### src/hdl/video_echo_trail_filter_assert.svh
// ----------------------------------------------------------------------------
// Video echo trail filter assertion macros
// Shared concurrent assertion forms, clocked on clk and disabled in reset.
// ----------------------------------------------------------------------------
`ifndef VIDEO_ECHO_TRAIL_FILTER_ASSERT_SVH
`define VIDEO_ECHO_TRAIL_FILTER_ASSERT_SVH

// The consequent must hold in the same cycle as the antecedent.
`define VETF_ASSERT_SAME(lbl, ante, cons) \
  lbl: assert property (@(posedge clk) disable iff (rst) (ante) |-> (cons)) \
    else $error("video echo trail filter check failed");

// The consequent must hold in the cycle after the antecedent.
`define VETF_ASSERT_NEXT(lbl, ante, cons) \
  lbl: assert property (@(posedge clk) disable iff (rst) (ante) |=> (cons)) \
    else $error("video echo trail filter check failed");

`endif

### src/hdl/vetf_pkg.sv
// ----------------------------------------------------------------------------
// Video echo trail filter package
// Shared types and constants for the echo trail filter.
// ----------------------------------------------------------------------------
`timescale 1ns / 1ps

package vetf_pkg;

  localparam int FRAME_PIXELS = 65536;
  localparam int ADDR_W       = $clog2(FRAME_PIXELS);

  typedef logic [ADDR_W-1:0] addr_t;

  typedef struct packed {
    logic [15:0] pixel_index;
    logic [7:0]  in_blue;
    logic [7:0]  in_green;
    logic [7:0]  in_red;
    logic [7:0]  in_alpha;
  } pix_t;

  typedef struct packed {
    logic [7:0] out_blue;
    logic [7:0] out_green;
    logic [7:0] out_red;
    logic [7:0] out_alpha;
  } echo_t;

  typedef struct packed {
    logic [6:0] fade_step;
    logic       bright_mode;
    logic       keep_red;
    logic       keep_green;
    logic       keep_blue;
    logic [3:0] strobe_skip;
  } cfg_t;

  typedef enum logic [2:0] {
    REG_FADE_STEP   = 3'd0,
    REG_BRIGHT_MODE = 3'd1,
    REG_KEEP_RED    = 3'd2,
    REG_KEEP_GREEN  = 3'd3,
    REG_KEEP_BLUE   = 3'd4,
    REG_STROBE_SKIP = 3'd5
  } reg_e;

  typedef enum logic [1:0] {
    MODE_COPY    = 2'd0,
    MODE_SKIP    = 2'd1,
    MODE_PROCESS = 2'd2
  } mode_e;

endpackage

### src/hdl/vetf_fade.sv
// ----------------------------------------------------------------------------
// Echo fade and select
// Fades the stored pixel and picks the faded, the input or the unchanged stored pixel.
// ----------------------------------------------------------------------------
`timescale 1ns / 1ps

module vetf_fade
  import vetf_pkg::*;
(
  input  cfg_t  cfg,
  input  mode_e mode,
  input  pix_t  pix,
  input  echo_t stored,
  output echo_t result
);

  function automatic logic [7:0] fade_channel(
    input logic [7:0] v,
    input logic       keep,
    input logic [6:0] step,
    input logic       bright
  );
    logic [7:0] s;
    logic [8:0] sum;
    begin
      if (bright) begin
        s = keep ? 8'd0 : {1'b0, step};
        fade_channel = (v > s) ? v - s : 8'd0;
      end else begin
        s   = keep ? 8'd255 : {1'b0, step};
        sum = {1'b0, v} + {1'b0, s};
        fade_channel = sum[8] ? 8'd255 : sum[7:0];
      end
    end
  endfunction

  logic [7:0] fb;
  logic [7:0] fg;
  logic [7:0] fr;
  logic       take_input;
  echo_t      in_echo;
  echo_t      faded;

  always_comb begin
    fb = fade_channel(stored.out_blue,  cfg.keep_blue,  cfg.fade_step, cfg.bright_mode);
    fg = fade_channel(stored.out_green, cfg.keep_green, cfg.fade_step, cfg.bright_mode);
    fr = fade_channel(stored.out_red,   cfg.keep_red,   cfg.fade_step, cfg.bright_mode);
    if (cfg.bright_mode) begin
      take_input = (fb <= pix.in_blue) || (fg <= pix.in_green) || (fr <= pix.in_red);
    end else begin
      take_input = (fb > pix.in_blue) || (fg > pix.in_green) || (fr > pix.in_red);
    end
    in_echo = '{out_blue: pix.in_blue, out_green: pix.in_green,
                out_red: pix.in_red, out_alpha: pix.in_alpha};
    faded   = '{out_blue: fb, out_green: fg, out_red: fr,
                out_alpha: stored.out_alpha};
    case (mode)
      MODE_COPY:    result = in_echo;
      MODE_SKIP:    result = stored;
      MODE_PROCESS: result = take_input ? in_echo : faded;
      default:      result = stored;
    endcase
  end

endmodule

### config.mk
export PLATFORM = sky130hd
export DESIGN_NAME = vetf_fade
export DESIGN_NICKNAME = d
export VERILOG_FILES = /design/src/hdl/video_echo_trail_filter_assert.svh /design/src/hdl/vetf_pkg.sv /design/src/hdl/vetf_fade.sv
export SDC_FILE = /design/constraint.sdc
export NUM_CORES = 1
export LEC_CHECK = 0
export ABC_AREA = 1
export BUFFER_PORTS_ARGS = -buffer_cell sky130_fd_sc_hd__buf_2
export CAP_MARGIN = 20
export CORE_ASPECT_RATIO = 0.8
export CORE_MARGIN = 1
export CORE_UTILIZATION = 35
export DETAILED_ROUTE_END_ITERATION = 10
export GPL_TIMING_DRIVEN = 0
export PLACE_DENSITY_LB_ADDON = 0.2
export SYNTH_ARGS = -nofsm -noshare
export SYNTH_HDL_FRONTEND = slang
export SYNTH_SLANG_ARGS = --single-unit
### constraint.sdc
create_clock -name vclk -period 5.8
set_clock_uncertainty 0.2 [all_clocks]
set_input_delay 0.87 -clock vclk [all_inputs]
set_output_delay 0.87 -clock vclk [all_outputs]
set_load 0.02 [all_outputs]
==> flow_summary.ini, run 1 <==
[floorplan]
die_h_um = 104
io_pins = 129
fp.dieW_um = 129
dieArea_um2 = 13400
start_util = 0.365
coreArea_um2 = 12400
num_rows = 36

[critical_path]
required_ps = 4730
cp_max_fo = 10
path_common_cell = nand2_1
cpPeakStageDelay_ps = 420
crit_slowest_cell = fa_1
critPathKind = primary input to output port
worst_setup_path_start_kind = primary input
arrival_ps = 4450
crit_path_end_kind = output port

[yosys]
synth_area_um2 = 4540
ys_types = 35
synth_top_cell_by_area = nand2_1
syn_avg_cell_area_um2 = 5.32
netlist.area_leader.share = 0.252
ys_top_cells_by_area = nand2_1, ha_1, inv_1
netlist_instances = 854
synth.yosys.seq_area_share = 0
yosysWarnings = 0
syn_nets = 1027

[grt]
track_usage = 0.236
grt_pass1_wl_mm = 25.5
grt_max_degree = 11
grt.overflow.total = 0
grt_pass1_vias = 4972
antenna_found_initial = 1

[drt]
wl_met2_mm = 6.55
wirelength_met1_mm = 8.03
drc = 0
first_pass_iters = 7
ant_nets = 0
routed.top_layer = met4
detail_route.vias_per_cell = 4.91
vias = 5571
wl_met3_um = 995
drtIter0Drc = 370
wl_mm = 15.6
wl_per_cell_um = 13.8

[layout]
area_delta_synth_final_pct = 17.8
drive_above_1_share = 0.162
seq_cell_count = 0
fillCellCount = 1448
finalNetCount = 1138
clockBufferCount = 0
instances_no_fill = 1135
regArea_um2 = 0
post-route-util = 0.430
multiInputGateArea_um2 = 3780

[timing]
fmax_mhz = 181
finalSetupViolations = 0
final.setup.worst_slack_ps = 277
post-route-period-util = 0.952
min_period_ps = 5520
hold_viol_final = 0
worstMarginPinSlew_ps = 626
fin_hold_ws_ps = 1890
report.final.slew_viol_count = 0
slew_headroom = 0.583

[power]
total_power_uw = 654
p_per_area_nw_per_um2 = 122
p_leak_nw = 3.33
peakVddDrop_mv = 0.0517

[clock_network]
holdBufCountCts = 0

[place]
port_buffers = 107
pre_cts_ws_ps = 106
dp_hpwl_mm = 13.2
dp_cells = 1132
finalWeightedCongestion = 0.985

[outcome]
status = completed

[run]
drv_cap = 0

[hold_path]
hold_path.class = primary input to output port
## worst max-delay path, delay by kind of cell
| kind | cells | cell delay (ps) |
|---|---|---|
| AO/OA/AOI/OAI | 2 | 440 |
| adder cells (fa/ha/maj) | 3 | 840 |
| buffers and inverters | 8 | 920 |
| AND/OR/NAND/NOR | 14 | 1370 |
## what timing repair did
action                     4_1_cts  5_1_grt
resized for setup                0       19
setup endpoints to repair        0       32
setup buffers                    0        2
## per-layer routing
layer  up-vias  track usage
met5         -            0
li1       2930            -
met1      2470        0.369
met2       165        0.367
met4         0       0.0126
met3         6      0.00669
## power breakdown
group | switching, mW | internal [mW] | total (mW) | leakage, nW
logic | 0.413 | 0.241 | 0.654 | 3.33
clock network | 0 | 0.0000000231 | 0.0000000231 | 0.00000634
registers | 0 | 0 | 0 | 0
total | 0.413 | 0.241 | 0.654 | 3.33
## cell usage in the layout (no fill, tap or decap), types with 4 or more instances in the layout
cell and n:
o21bai_1 5, inv_2 5, buf_2 113, a21oi_1 29
xor2_1 12, nand2_2 4, nand3_1 109, nand4_1 6
a22oi_1 32, inv_1 167, nor2_2 5, nor2_1 22
a21o_1 4, nand3b_1 7, clkbuf_1 7, o21ai_1 6
o21ai_0 12, xnor2_1 5, fa_1 6, buf_4 6
ha_1 69, nand2_1 304
## synthesized netlist by cell type, drive strengths merged
cell and n:
a21boi 2, a21o 4, a21oi 32, a22oi 32, a31oi 2, buf 14
clkbuf 11, fa 6, ha 70, inv 173, nand2 310, nand3 110
nand3b 7, nand4 6, nor2 28, nor3 3, o21ai 20, o21bai 5
or2 2, xnor2 5, xor2 12
## through the flow
step | cell area [um^2] | TNS [ps]
after floorplan | 4540 | 0
after global placement | 5290 | 0
after CTS | 5290 | 0
final | 5350 | 0
after detailed placement | 5290 | 0
after global routing | 5350 | -0.330
## final timing paths
kind                  cells past startpoint    endpoint  slack, ps  startpoint
worst max-delay path                     27  result[29]        280      cfg[8]
worst min-delay path                      4  result[26]       1890     pix[26]
## final cells by class
class / count / share of cell area
Antenna cell: 1 / 0.000468
Buffer: 25 / 0.0285
Inverter: 173 / 0.122
Multi-Input combinational cell: 656 / 0.706
Tap cell: 171 / 0.0400
Timing Repair Buffer: 109 / 0.103
## cell families (layout without fill, tap and decap cells)
group / after synthesis / in the layout / synth area share
adders and majority gates: 76 / 76 / 0.219
other: 0 / 1 / 0
AOI/OAI and AO/OA: 97 / 97 / 0.136
and+or+nand+nor: 466 / 466 / 0.438
buffers and inverters: 198 / 307 / 0.174
xor gates and xnor gates: 17 / 17 / 0.0328
Note: power is estimated with default switching activity, not from simulation.
==> inputs of run 2 (changes only) <==
- CORE_UTILIZATION: 35 -> 25
==> run 2 against run 1 <==
The flow now finishes with violations (design-rule violations). Routed wire length increased by 9.3%. Sequential share of layout area unchanged. Power increased by 1.4%. Die area increased by 39%. Critical endpoint unchanged.
==> flow_summary.ini, run 2 (synthesis results as in run 1) <==
[power]
peakVddDrop_mv = 0.0305
p_per_area_nw_per_um2 = 122
p_seq_frac = 0
total_power_uw = 663
p_int_uw = 242
p_leak_nw = 3.33
clock_power_share = 0
p_sw_uw = 421
swShare = 0.635
combPwrFrac = 1.000

[critical_path]
arrival_ps = 4430
critPathKind = primary input to output port
cp_max_fo = 10
crit_path_end_kind = output port
worst_setup_path_start_kind = primary input
required_ps = 4730

[layout]
post-route-util = 0.310
area_delta_synth_final_pct = 19.7
layout_commonest_cell = nand2_1
regArea_um2 = 0
fillCellCount = 2067
seq_cell_count = 0
instances_no_fill = 1189
drive_above_1_share = 0.166
finalNetCount = 1139
stdcell_area_um2 = 5440
n_antenna_cell = 0
clockBufferCount = 0
mostFrequentLayoutCells = nand2_1, inv_1, buf_2

[drt]
wl_mm = 17.1
first_pass_iters = 8
vias = 5557
detail_route.vias_per_cell = 4.67
drtIter0Drc = 312
ant_nets = 0
wl_per_cell_um = 14.4
drc = 8

[timing]
hold_viol_final = 0
finalSetupViolations = 0
final.setup.worst_slack_ps = 296
min_period_ps = 5500
report.final.slew_viol_count = 0
fin_setup_tns_ps = 0
fin_hold_ws_ps = 1890
rsz0062_at_grt = false
worstMarginPinSlew_ps = 699
slew_headroom = 0.534
post-route-period-util = 0.949
fmax_mhz = 182

[outcome]
violations = design-rule violations
status = finished, violations left

[grt]
antenna_found_initial = 0
grt_pass1_wl_mm = 26.7
grt_pass1_vias = 5042
grt.overflow.total = 0
track_usage = 0.179
grt_max_degree = 11

[place]
dpl_cell_area_um2 = 5360
pre_cts_ws_ps = 36.5
finalWeightedCongestion = 0.897
dp_hpwl_mm = 14.6
port_buffers = 107
dp_cells = 1186

[floorplan]
io_pins = 129
die_h_um = 123
fp.dieW_um = 153
num_rows = 43
coreArea_um2 = 17500
start_util = 0.259
dieArea_um2 = 18700

[hold_path]
min_from = pix[7]
min_path_cells = 4
holdPathEnd = result[7]
hold_path.class = primary input to output port

[run]
drv_cap = 0

[clock_network]
holdBufCountCts = 0
-- run 2: cell types whose count changed in the layout (fill, tap and decap cells not counted), sizes merged --
cell | previous run | this run
clkbuf | 12 | 10
diode | 1 | 0
buf | 122 | 125
-- run 2: critical path, cell delays in order --
cell and delay, ps:
buf_2 110, clkinvlp_4 190, nand2_1 110, ha_1 170
inv_1 60, fa_1 380, nand3b_1 170, nand2_1 170
nand2_1 70, nand3_1 150, inv_2 100, nand3_1 80
nand2_1 70, inv_1 60, ha_1 230, a21o_1 210
nor2_1 140, nand2_1 70, nand2_1 90, nor2_1 60
nand2_2 150, nand2_4 100, buf_6 150, nand2_1 60
nand3_1 70, nand2_1 140, buf_2 180
-- run 2: worst max path at each step --
stage                start  cells after the start    endpoint  slack [ps]
floorplan           cfg[5]                     22   result[0]        1040
global placement    cfg[4]                     27  result[29]          10
detailed placement  cfg[4]                     27  result[29]          40
CTS                 cfg[4]                     27  result[29]          20
global route        cfg[5]                     28  result[29]           6
finish              cfg[8]                     27  result[29]         300
-- run 2: power by group through the flow --
stage / Sequential [mW] / Clock (mW) / Combinational [mW]
2_1_floorplan: 0 / 0 / 0.461
3_3_place_gp: 0 / 0 / 0.652
3_5_place_dp: 0 / 0 / 0.651
4_1_cts: 0 / 0 / 0.654
5_1_grt: 0 / 0 / 0.750
6_report: 0 / 0 / 0.663
-- run 2: metal layers --
layer  up-vias  wire length, um  part of all wire  GRT usage
li1       2935                -                 -          -
met1      2477             8810              0.52      0.274
met2       139             7200              0.42      0.283
met3         6             1020             0.060     0.0120
met4         0               71            0.0042    0.00821
met5         -                0                 0          0
-- run 2: timing repair --
action | CTS | global route
hold endpoints to repair | 0 | 0
gates resized for setup | 0 | 23
setup endpoints to repair | 0 | 32
setup buffers | 0 | 3
-- run 2: final cells by class --
type,instances,area [um^2],area share
buffer,25,150,0.0276
inverter,173,653,0.120
timing repair buffer,110,558,0.103
multi-input combinational,656,3790,0.698
tap,225,282,0.0518
