--- src/hdl/video_echo_trail_filter_assert.svh ---
// ----------------------------------------------------------------------------
// Video echo trail filter assertion macros
// Shared concurrent assertion forms, clocked on clk and disabled in reset.
// ----------------------------------------------------------------------------
`ifndef VIDEO_ECHO_TRAIL_FILTER_ASSERT_SVH
`define VIDEO_ECHO_TRAIL_FILTER_ASSERT_SVH

// The consequent must hold in the same cycle as the antecedent.
`define VETF_ASSERT_SAME(lbl, ante, cons) \
  lbl: assert property (@(posedge clk) disable iff (rst) (ante) |-> (cons)) \
    else $error("video echo trail filter check failed");

// The consequent must hold in the cycle after the antecedent.
`define VETF_ASSERT_NEXT(lbl, ante, cons) \
  lbl: assert property (@(posedge clk) disable iff (rst) (ante) |=> (cons)) \
    else $error("video echo trail filter check failed");

`endif

--- src/hdl/vetf_pkg.sv ---
// ----------------------------------------------------------------------------
// Video echo trail filter package
// Shared types and constants for the echo trail filter.
// ----------------------------------------------------------------------------
`timescale 1ns / 1ps

package vetf_pkg;

  localparam int FRAME_PIXELS = 65536;
  localparam int ADDR_W       = $clog2(FRAME_PIXELS);

  typedef logic [ADDR_W-1:0] addr_t;

  typedef struct packed {
    logic [15:0] pixel_index;
    logic [7:0]  in_blue;
    logic [7:0]  in_green;
    logic [7:0]  in_red;
    logic [7:0]  in_alpha;
  } pix_t;

  typedef struct packed {
    logic [7:0] out_blue;
    logic [7:0] out_green;
    logic [7:0] out_red;
    logic [7:0] out_alpha;
  } echo_t;

  typedef struct packed {
    logic [6:0] fade_step;
    logic       bright_mode;
    logic       keep_red;
    logic       keep_green;
    logic       keep_blue;
    logic [3:0] strobe_skip;
  } cfg_t;

  typedef enum logic [2:0] {
    REG_FADE_STEP   = 3'd0,
    REG_BRIGHT_MODE = 3'd1,
    REG_KEEP_RED    = 3'd2,
    REG_KEEP_GREEN  = 3'd3,
    REG_KEEP_BLUE   = 3'd4,
    REG_STROBE_SKIP = 3'd5
  } reg_e;

  typedef enum logic [1:0] {
    MODE_COPY    = 2'd0,
    MODE_SKIP    = 2'd1,
    MODE_PROCESS = 2'd2
  } mode_e;

endpackage

--- src/hdl/vetf_frame_ctrl.sv ---
// ----------------------------------------------------------------------------
// Echo trail frame sequencer
// Tracks the first frame and the strobe counter and tags each pixel with
// the way its frame is handled.
// ----------------------------------------------------------------------------
`timescale 1ns / 1ps

module vetf_frame_ctrl
  import vetf_pkg::*;
(
  input  logic        clk,
  input  logic        rst,
  input  logic        accept,
  input  logic [15:0] pixel_index,
  input  logic [3:0]  strobe_skip,
  output mode_e       mode
);

  logic       first_pending;
  logic       first_pending_next;
  logic       copying;
  logic       copying_next;
  logic       processed;
  logic       processed_next;
  logic [3:0] skip_cnt;
  logic [3:0] skip_cnt_next;

  always_comb begin
    first_pending_next = first_pending;
    copying_next       = copying;
    processed_next     = processed;
    skip_cnt_next      = skip_cnt;
    if (pixel_index == 16'd0) begin
      if (first_pending) begin
        first_pending_next = 1'b0;
        copying_next       = 1'b1;
        processed_next     = 1'b0;
      end else begin
        copying_next = 1'b0;
        if (skip_cnt < strobe_skip) begin
          skip_cnt_next  = skip_cnt + 4'd1;
          processed_next = 1'b0;
        end else begin
          skip_cnt_next  = 4'd0;
          processed_next = 1'b1;
        end
      end
    end
    if (copying_next) begin
      mode = MODE_COPY;
    end else if (processed_next) begin
      mode = MODE_PROCESS;
    end else begin
      mode = MODE_SKIP;
    end
  end

  always_ff @(posedge clk) begin
    if (rst) begin
      first_pending <= 1'b1;
      copying       <= 1'b1;
      processed     <= 1'b0;
      skip_cnt      <= 4'd0;
    end else if (accept) begin
      first_pending <= first_pending_next;
      copying       <= copying_next;
      processed     <= processed_next;
      skip_cnt      <= skip_cnt_next;
    end
  end

endmodule

--- config.mk ---
export PLATFORM = sky130hd
export DESIGN_NAME = vetf_frame_ctrl
export DESIGN_NICKNAME = d
export VERILOG_FILES = /design/src/hdl/video_echo_trail_filter_assert.svh /design/src/hdl/vetf_pkg.sv /design/src/hdl/vetf_frame_ctrl.sv
export SDC_FILE = /design/constraint.sdc
export NUM_CORES = 1
export LEC_CHECK = 0
export ABC_AREA = 1
export BUFFER_PORTS_ARGS = -buffer_cell sky130_fd_sc_hd__buf_4
export CAP_MARGIN = 10
export CORE_AREA = 5 5 42 44
export DETAILED_ROUTE_END_ITERATION = 10
export DIE_AREA = 0 0 47 49
export GPL_TIMING_DRIVEN = 0
export PLACE_DENSITY_LB_ADDON = 0.3
export SYNTH_ARGS = -nofsm -noshare
export SYNTH_HDL_FRONTEND = slang
export SYNTH_SLANG_ARGS = --single-unit
--- constraint.sdc ---
create_clock -name clk -period 1.5 [get_ports clk]
set_input_delay 0.225 -clock clk [delete_from_list [all_inputs] [get_ports clk]]
set_output_delay 0.225 -clock clk [all_outputs]
set_load 0.03 [all_outputs]
==> results of run 1 <==
final timing paths:
path	endpoint	slack, ns	start	cells past startpoint
hold reg to reg	copying	0.47	copying	2
hold / removal	skip_cnt[3]	0.15	rst	2
setup / recovery	mode[0]	-0.19	skip_cnt[3]	7
setup reg to reg	skip_cnt[2]	0.15	skip_cnt[3]	9
metal layers:
metal	wire [µm]	share of wire, %	GRT usage (%)	up-vias
met5	0	0	0	-
met3	43	3.5	2.58	5
met2	634	51	21.0	11
met4	31	2.5	6.91	0
li1	-	-	-	320
met1	524	42	15.5	261
kinds of logic after synthesis:
| group | Yosys count | synth area share [%] |
|---|---|---|
| AO/OA/AOI/OAI | 11 | 10.6 |
| XOR/XNOR | 2 | 3.37 |
| adder cells (fa/ha/maj) | 4 | 9.62 |
| buffers and inverters | 11 | 8.17 |
| flip-flops | 7 | 26.9 |
| AND/OR/NAND/NOR | 46 | 41.3 |
cells in the mapped netlist:
| cell type | count | area [µm²] |
|---|---|---|
| a21oi_1 | 6 | 30.0 |
| and2_1 | 1 | 6.26 |
| clkinv_2 | 1 | 5.00 |
| dfxtp_1 | 7 | 140 |
| ha_1 | 4 | 50.1 |
| inv_1 | 10 | 37.5 |
| nand2_1 | 23 | 86.3 |
| nand2_4 | 1 | 11.3 |
| nand3_1 | 3 | 15.0 |
| nand3_2 | 1 | 10.0 |
| nor2_1 | 14 | 52.6 |
| nor2_4 | 3 | 33.8 |
| o21ai_1 | 5 | 25.0 |
| xor2_1 | 2 | 17.5 |
cell type report:
type	count	area, µm²
Sequential cell	7	149
Inverter	11	42.5
Multi-Input combinational cell	63	403
Timing Repair Buffer	30	233
Tap cell	16	20.0
Clock buffer	4	26.3
Fill cell	134	528
power by group:
group	total [mW]	switching (mW)	internal (mW)
logic	0.0750	0.0264	0.0486
registers	0.183	0.000000522	0.183
clock network	0.170	0.0684	0.101
total	0.427	0.0948	0.333
sequential cells by signal, indices dropped and copies added, names as in the netlist:
signal and cells:
skip_cnt 4, copying 1, first_pending 1, processed 1
per-stage QoR:
step	area (µm²)	power, mW	setup TNS, ns	worst slack, ns	utilization, %
4_1_cts	841	0.433	-0.363	-0.192	60.0
3_5_place_dp	728	0.255	-0.141	-0.109	52.0
3_3_place_gp	728	0.254	-0.125	-0.0973	52.0
2_1_floorplan	528	0.208	-0.138	-0.138	-
6_report	873	0.427	-0.364	-0.185	62.3
5_1_grt	873	0.459	-0.504	-0.252	62.3
timing repair:
item	in CTS	in global routing
buffers inserted	4	2
gates resized for setup	14	4
pin swaps	5	5
endpoints found under the setup margin	2	2
==> summary.md, run 1 <==
| Metric | Value |
|---|---|
| Area growth syn-to-layout | 67.8% |
| Cell count after synthesis | 81 |
| Number of remaining DRC errors | 0 |
| Yosys cell types | 14 |
| Die H | 49 µm |
| Vias/cell | 4.56 |
| I/O pins | 25 |
| CP Data Required Time | 1.27 ns |
| Drt first pass iters | 4 |
| Most common cell after layout, fill and taps aside | buf_4 |
| Initial DRC count | 3 |
| Worst-Margin Slew | 0.314 ns |
| YS warnings | 0 |
| Slowest-stage cell, CP | dfxtp_4 |
| GR Overflow Total | 0 |
| Critical-path cell list | ha_4, a21oi_2, nand2_2, nand2_2, nand2_2, nor2_4, buf_6 |
| CTS clk-pin slew, worst paths | 0.05 ns |
| Leakage | 0.429 nW |
| Nets@finish | 143 |
| Worst Skew | 0.00654 ns |
| Tcrit/Tclk final | 112% |
| Rel. slew slack | 78.9% |
| Total CTS buffers | 3 |
| Final worst slack | -0.185 ns |
| H-tree depth | 1 |
| Port Buffer Count | 24 |
| Max IR drop VDD | 444 µV |
| Vias in the first global route | 615 |
| Critical path class | reg2out |
| PwrDens | 489 nW/µm² |
| Max Slew Vio Count | 0 |
| Net count after synthesis | 108 |
| Crit path capture type | output pin |
| Cells after DPL | 121 |
| GPL Wtd Cong | 0.689 |
| Core area | 1400 µm² |
| Final hold violations | 0 |
| Status | finished with violations |
| Die width | 47 µm |
| Final Critical Period | 1.69 ns |
| Post-DP HPWL | 927 µm |
| FMAX | 593 MHz |
| HP Class | in2reg |
| Post-CTS Hold Buffers | 0 |
| RSZ-0062 raised after global routing | yes |
| Syn avg cell area | 6.43 µm² |
| Post-synthesis cell area | 520 µm² |
| Number of max-cap violations | 0 |
| Insertion delay to the later sink of the worst-skew pair | 0.25 ns |
| Hold WS | 0.153 ns |
| Row count | 14 |
| Most used cell, CP | nand2_2 |
| Highest-count cells in the layout ignoring fill and taps | buf_4, nand2_1, nor2_1, inv_1 |
| Initial core utilization | 37.1% |
| Clock buffer depth | 2 |
| CP Max Fanout | 2 |
| Clock Sinks | 7 |
| Initial antenna violation count | 0 |
| Wire length per cell | 9.41 µm |
| Die ar. | 2300 µm² |
| Total track usage | 13.1% |
| Post-synthesis sequential area ratio | 26.9% |
| CTS tree | done |
| Clock root buffer | clkbuf_4 |
| Routed wire length | 1.23 mm |
| Largest net degree at the start of global routing | 7 |
| Share of layout cells above drive strength 1 | 47.0% |
| CP peak stage delay | 0.35 ns |
| Routed Antenna Nets | 0 |
| Crit path DAT | 1.46 ns |
| FF+latch count, synth | 7 |
| CP startpoint kind | flip-flop |
| Final setup fails | 2 |
| DR vias | 597 |
| Top Family by Delay on Critical Path | flip-flops |
| Failing checks | negative setup slack |
| First-pass GRT wire length | 2.26 mm |
| Ant diodes | 0 |
| Post-route insts no fill | 131 |
| Buf/Inv on CP | 1 |
Power figures use the tool's default switching activity.
==> run 2: changes to the inputs <==
Settings changed: ABC_AREA 1 to unset.
==> run 2 against run 1 <==
Net effect:
- the run still ends with negative setup slack left
- register-to-register slack worse by 0.45 ns
- sequential share of layout area is 1.6 points higher
- worst hold slack better by 0.025 ns
- critical path type unchanged
- utilization is 4.0 points lower
- critical endpoint unchanged
- fmax is 10% lower
- flip-flop and latch count stayed put
==> summary.md, run 2 <==
| Metric | Value |
|---|---|
| Status | finished with violations |
| Failing checks | negative setup slack |
| Post-synth top cells | dfxtp_1, nand2_1, nand3_1, nand3b_1 |
| Final Critical Period | 1.88 ns (+0.196 ns) |
| Top layer in use | met3 |
| Most common cell after layout, fill and taps aside | buf_4 |
| Met3 WL post-DR | 129 µm (+200%) |
| Die width | 47 µm (unchanged) |
| Final setup fails | 7 (+5) |
| Crit path capture type | output pin |
| Design area | 817 µm² (-6.4%) |
| Ys flop type | dfxtp_1 |
| Die H | 49 µm (unchanged) |
| CP Max Fanout | 4 (+2) |
| Largest net degree at the start of global routing | 9 (+2) |
| Largest Register | skip_cnt |
| Crit path DAT | 1.66 ns (+0.20 ns) |
| Cell count after synthesis | 57 (-30%) |
| Worst-Margin Slew | 0.232 ns (-0.0813 ns) |
| I/O pins | 25 (unchanged) |
| CTS clk-pin slew, worst paths | 0.06 ns (about the same) |
| Highest-count cells in the layout ignoring fill and taps | buf_4, nand2_1, nand3b_1, nor4_1, nand3_1 |
| Tcrit/Tclk final | 125% (+13 points) |
| YS warnings | 0 (unchanged) |
| CTS tree | done |
| Routed Antenna Nets | 0 (unchanged) |
| Wl on met1 | 527 µm (+0.57%) |
| Vias/cell | 5.29 (+16%) |
| Number of max-cap violations | 0 (unchanged) |
| Critical path class | reg2out |
| Leakage | 0.347 nW (-19%) |
| GR Overflow Total | 0 (unchanged) |
| Number of remaining DRC errors | 0 (unchanged) |
| Setup_tns | -1.26 ns (-0.898 ns) |
| Final hold violations | 0 (unchanged) |
| Total track usage | 12.2% (-0.85 points) |
| Clock root buffer | clkbuf_4 |
| Fillcell total | 126 (-6.0%) |
| Post-DP HPWL | 942 µm (+1.5%) |
| PwrDens | 524 nW/µm² (+7.1%) |
| Ant diodes | 0 (unchanged) |
| Max Slew Vio Count | 0 (unchanged) |
| Met2 wire length | 555 µm (-12%) |
| Vias in the first global route | 546 (-11%) |
| Rel. slew slack | 84.4% (+5.4 points) |
| Total CTS buffers | 3 (unchanged) |
| Share of layout cells above drive strength 1 | 51.1% (+4.2 points) |
| Row count | 14 (unchanged) |
| Wire length per cell | 11.6 µm (+24%) |
| Max reg flops | 4 (unchanged) |
| Final worst slack | -0.381 ns (-0.196 ns) |
| Max IR drop VDD | 565 µV (+27%) |
| Nets@finish | 116 (-19%) |
| DR vias | 550 (-7.9%) |
| Initial DRC count | 12 (+9) |
| HP Class | in2reg |
| Clock Sinks | 7 (unchanged) |
| Share of flip-flops with an asynchronous set or reset | 0% (unchanged) |
| Port Buffer Count | 24 (unchanged) |
| DP Worst Slack | -0.352 ns (-0.243 ns) |
| Core area | 1400 µm² (unchanged) |
| Yosys top cell area share | 30.4% (+3.5 points) |
| H-tree depth | 1 (unchanged) |
| CP Data Required Time | 1.27 ns (about the same) |
| Area contributors post-synth | dfxtp_1, ha_1, nand3b_1 |
| Die ar. | 2300 µm² (unchanged) |
| Routed wire length | 1.21 mm (-1.8%) |
| Synth area leader | dfxtp_1 |
| DP Area | 708 µm² (-2.7%) |
| Post-synth EDFFs | 0 (unchanged) |
| CP startpoint kind | flip-flop |
| Syn avg cell area | 8.08 µm² (+26%) |
| FMAX | 532 MHz (-10%) |
| RSZ-0062 raised after global routing | yes |
| Yosys cell types | 22 (+8) |
| First-pass GRT wire length | 2.17 mm (-4.3%) |
| Initial antenna violation count | 0 (unchanged) |
| Initial core utilization | 32.9% (-4.3 points) |
| Post-synthesis cell area | 460 µm² (-12%) |
| Insertion delay to the later sink of the worst-skew pair | 0.25 ns (about the same) |
| Net count after synthesis | 84 (-22%) |
| Drt first pass iters | 4 (unchanged) |
| Post-CTS Hold Buffers | 0 (unchanged) |
| Worst Skew | 0.00357 ns (-0.00297 ns) |
| FF+latch count, synth | 7 (unchanged) |
| Clock buffer depth | 2 (unchanged) |
| Post-synthesis sequential area ratio | 30.4% (+3.5 points) |
| Area growth syn-to-layout | 77.4% |
| GPL Wtd Cong | 0.702 (+1.9%) |
run 2: cell count changes in the layout (fill, tap and decap cells not counted), sizes merged, moves of 3 or more:
cell	before	now
inv	10	3
a21oi	6	3
o21ai	5	0
nand2	24	7
nor4	0	4
nand3b	0	5
nor2	17	3
run 2: kinds of logic (layout without fill, tap and decap cells):
family                   count (synthesis)  after routing  synth area share (%)
adder cells (fa/ha/maj)                  4              4                  10.9
AO/OA/AOI/OAI                            9              9                  13.0
flip-flops                               7              7                  30.4
buffers and inverters                    5             36                  5.98
AND/OR/NAND/NOR                         32             32                  39.7
run 2: layout make-up:
cell class,count,area (µm²),area share [%]
timing repair buffer,28,221,27.1
buffer,1,5.00,0.613
tap,16,20.0,2.45
inverter,3,11.3,1.38
multi-input combinational,45,380,46.6
sequential,7,153,18.7
clock buffer,4,26.3,3.22
run 2: what timing repair did:
item | in CTS | in global routing
setup endpoints to repair | 5 | 7
pin swaps | 4 | 6
gates resized for setup | 3 | 11
setup buffers | 2 | 2
run 2: worst paths after layout:
path	startpoint	endpoint	slack [ns]	depth (start not counted)
setup / recovery	skip_cnt[3]	mode[0]	-0.38	6
hold / removal	rst	skip_cnt[1]	0.18	2
setup reg to reg	skip_cnt[3]	processed	-0.30	7
hold reg to reg	skip_cnt[0]	skip_cnt[0]	0.49	2
run 2: critical path: stages (launching register included):
cell	delay, ns
dfxtp_4	0.36
ha_4	0.25
nor2_1	0.03
or3_4	0.39
nand3b_1	0.14
o31ai_4	0.08
buf_6	0.14
run 2: routing by layer:
layer | track usage [%] | up-vias
li1 | - | 274
met2 | 18.8 | 33
met3 | 7.01 | 0
met4 | 0 | 0
met5 | 0 | -
met1 | 15.7 | 243
run 2: per-stage QoR:
stage | cells | hold slack (ns) | total power, mW | util [%]
6_report | 104 | 0.177 | 0.428 | 58.3
5_1_grt | 104 | 0.165 | 0.458 | 58.3
4_1_cts | 103 | 0.173 | 0.431 | 54.2
3_5_place_dp | 97 | 0.443 | 0.254 | 50.5
3_3_place_gp | 97 | 0.444 | 0.253 | 50.5
2_1_floorplan | 57 | 0.287 | 0.205 | -
run 2: power by group:
group / leakage [nW] / internal, mW / total [mW] / switching (mW)
clock network: 0.0150 / 0.102 / 0.176 / 0.0741
logic: 0.273 / 0.0495 / 0.0718 / 0.0223
registers: 0.0594 / 0.181 / 0.181 / 0.00000108
==> run 3: changes to the inputs <==
Settings changed: REMOVE_ABC_BUFFERS set to 1.
==> run 3 against run 2 <==
Net effect:
- the flow still finishes with violations (negative setup slack)
- global-route usage increased by 1.0 points
- register-to-register slack got worse by 0.10 ns
- sequential share of layout area decreased by 0.34 points
- worst hold slack improved by 0.0067 ns
- critical path depth unchanged
- flip-flop and latch count unchanged
- routed wire length increased by 7.8%
- final cell count unchanged
- non-clock buffer count unchanged
- critical path type unchanged
- critical endpoint is now mode[1]
==> summary.md, run 3 (same netlist as run 2, synthesis figures left out) <==
| Metric | Value |
|---|---|
| Routed wire length | 1.31 mm (+7.8%) |
| Die ar. | 2300 µm² (unchanged) |
| Multi-input logic area | 369 µm² (-3.0%) |
| Initial antenna violation count | 0 (unchanged) |
| Wire length per cell | 12.6 µm (+7.8%) |
| CP Data Required Time | 1.27 ns (about the same) |
| Clock Sinks | 7 (unchanged) |
| Final worst slack | -0.421 ns (-0.0396 ns) |
| Cells after DPL | 95 (-2.1%) |
| Final hold violations | 0 (unchanged) |
| Reg area | 146 µm² (-4.1%) |
| Status | finished with violations |
| Slowest-stage cell, CP | or3_4 |
| DP Area | 644 µm² (-9.0%) |
| Design area | 798 µm² (-2.3%) |
| Number of max-cap violations | 0 (unchanged) |
| Max Slew Vio Count | 0 (unchanged) |
| Drt first pass iters | 5 (+1) |
| RSZ-0062 raised after global routing | yes |
| Max reg flops | 4 (unchanged) |
| Nets@finish | 116 (unchanged) |
| Worst-Margin Slew | 0.242 ns (+0.00965 ns) |
| Tcrit/Tclk final | 128% (+2.6 points) |
| Largest net degree at the start of global routing | 9 (unchanged) |
| Largest Register | skip_cnt |
| CTS tree | done |
| I/O pins | 25 (unchanged) |
| PwrDens | 544 nW/µm² (+3.8%) |
| Area growth syn-to-layout | 73.4% |
| CTS clk-pin slew, worst paths | 0.05 ns (about the same) |
| CP startpoint kind | flip-flop |
| Rel. slew slack | 83.7% (-0.65 points) |
| CP peak stage delay | 0.41 ns (+0.02 ns) |
| Post-CTS Hold Buffers | 0 (unchanged) |
| Final setup fails | 7 (unchanged) |
| Critical path class | reg2out |
| Share of layout cells above drive strength 1 | 48.9% (-2.3 points) |
| DR vias | 548 (-0.36%) |
| CP Max Fanout | 3 (-1) |
| Critical-path cell list | ha_4, a2111oi_4, or3_4, nor2_1, a21o_1, buf_6 |
| Max IR drop VDD | 418 µV (-26%) |
| Crit path capture type | output pin |
| Most common cell after layout, fill and taps aside | buf_4 |
| First-pass GRT wire length | 2.27 mm (+4.8%) |
| Total track usage | 13.2% (+1.0 points) |
| Leakage | 0.345 nW (-0.55%) |
| Post-DP HPWL | 985 µm (+4.6%) |
| HP Class | in2reg |
| H-tree depth | 1 (unchanged) |
| Initial core utilization | 32.9% (unchanged) |
| Post-route insts no fill | 104 (unchanged) |
| FMAX | 521 MHz (-2.1%) |
| Highest-count cells in the layout ignoring fill and taps | buf_4, nand2_1, nand3b_1, nand3_1 |
| Total CTS buffers | 3 (unchanged) |
| Initial DRC count | 3 (-9) |
| GPL Wtd Cong | 0.683 (-2.6%) |
| Row count | 14 (unchanged) |
| Vias/cell | 5.27 (-0.36%) |
| Die H | 49 µm (unchanged) |
| Worst Skew | 0.00256 ns (-0.00101 ns) |
| Setup_tns | -1.60 ns (-0.339 ns) |
| GR Overflow Total | 0 (unchanged) |
| Die width | 47 µm (unchanged) |
| Failing checks | negative setup slack |
| Fillcell total | 153 (+21%) |
| Clock buffer depth | 2 (unchanged) |
| Insertion delay to the later sink of the worst-skew pair | 0.26 ns (about the same) |
| Clock root buffer | clkbuf_4 |
| Final Critical Period | 1.92 ns (+0.0396 ns) |
| Ant diodes | 0 (unchanged) |
| Routed Antenna Nets | 0 (unchanged) |
| Core area | 1400 µm² (unchanged) |
| Number of remaining DRC errors | 0 (unchanged) |
| Crit path DAT | 1.70 ns (+0.04 ns) |
| Vias in the first global route | 568 (+4.0%) |
| Hold WS | 0.184 ns (+0.00666 ns) |
| Port Buffer Count | 24 (unchanged) |
-- run 3: critical path: cells and delay by family (launching register included) --
kind | cells | cell delay (ns)
AND/OR/NAND/NOR | 2 | 0.52
flip-flops | 1 | 0.35
adder cells (fa/ha/maj) | 1 | 0.26
AO/OA/AOI/OAI | 2 | 0.19
buffers and inverters | 1 | 0.13
-- run 3: worst paths after layout --
kind / from / endpoint / slack, ns / depth (start not counted)
worst min register to register: processed / processed / 0.49 / 2
worst max register to register: skip_cnt[1] / processed / -0.40 / 7
worst min-delay path: rst / processed / 0.18 / 2
worst max-delay path: skip_cnt[1] / mode[1] / -0.42 / 6
-- run 3: what timing repair did --
item,4_1_cts,5_1_grt
buffers inserted,6,1
gates resized for setup,15,4
setup endpoints to repair,7,7
hold endpoints to repair,0,0
pin swaps,9,5
-- run 3: per-stage QoR --
step | utilization (%) | power [mW] | setup WS (ns)
after detailed placement | 46.0 | 0.249 | -0.404
final | 57.0 | 0.434 | -0.421
after CTS | 56.6 | 0.440 | -0.416
after global placement | 46.0 | 0.247 | -0.378
after global routing | 57.0 | 0.461 | -0.503
after floorplan | - | 0.200 | -0.212
-- run 3: final cells by class --
cell class	count	area share [%]
Timing Repair Buffer	29	28.2
Multi-Input combinational cell	45	46.2
Inverter	3	1.41
Sequential cell	7	18.3
Tap cell	16	2.51
Clock buffer	4	3.29
-- run 3: power by group --
| group | switching (mW) | total [mW] | internal (mW) |
|---|---|---|---|
| clock | 0.0763 | 0.178 | 0.102 |
| combinational | 0.0225 | 0.0721 | 0.0496 |
| sequential | 0.000000993 | 0.184 | 0.184 |
-- run 3: routing by layer --
layer  vias to the layer above  track usage [%]  share of wire [%]
li1                        273                -                  -
met1                       258             14.5                 40
met2                        15             22.9                 53
met3                         2             4.43                6.5
met4                         0             4.15               0.84
met5                         -                0                  0
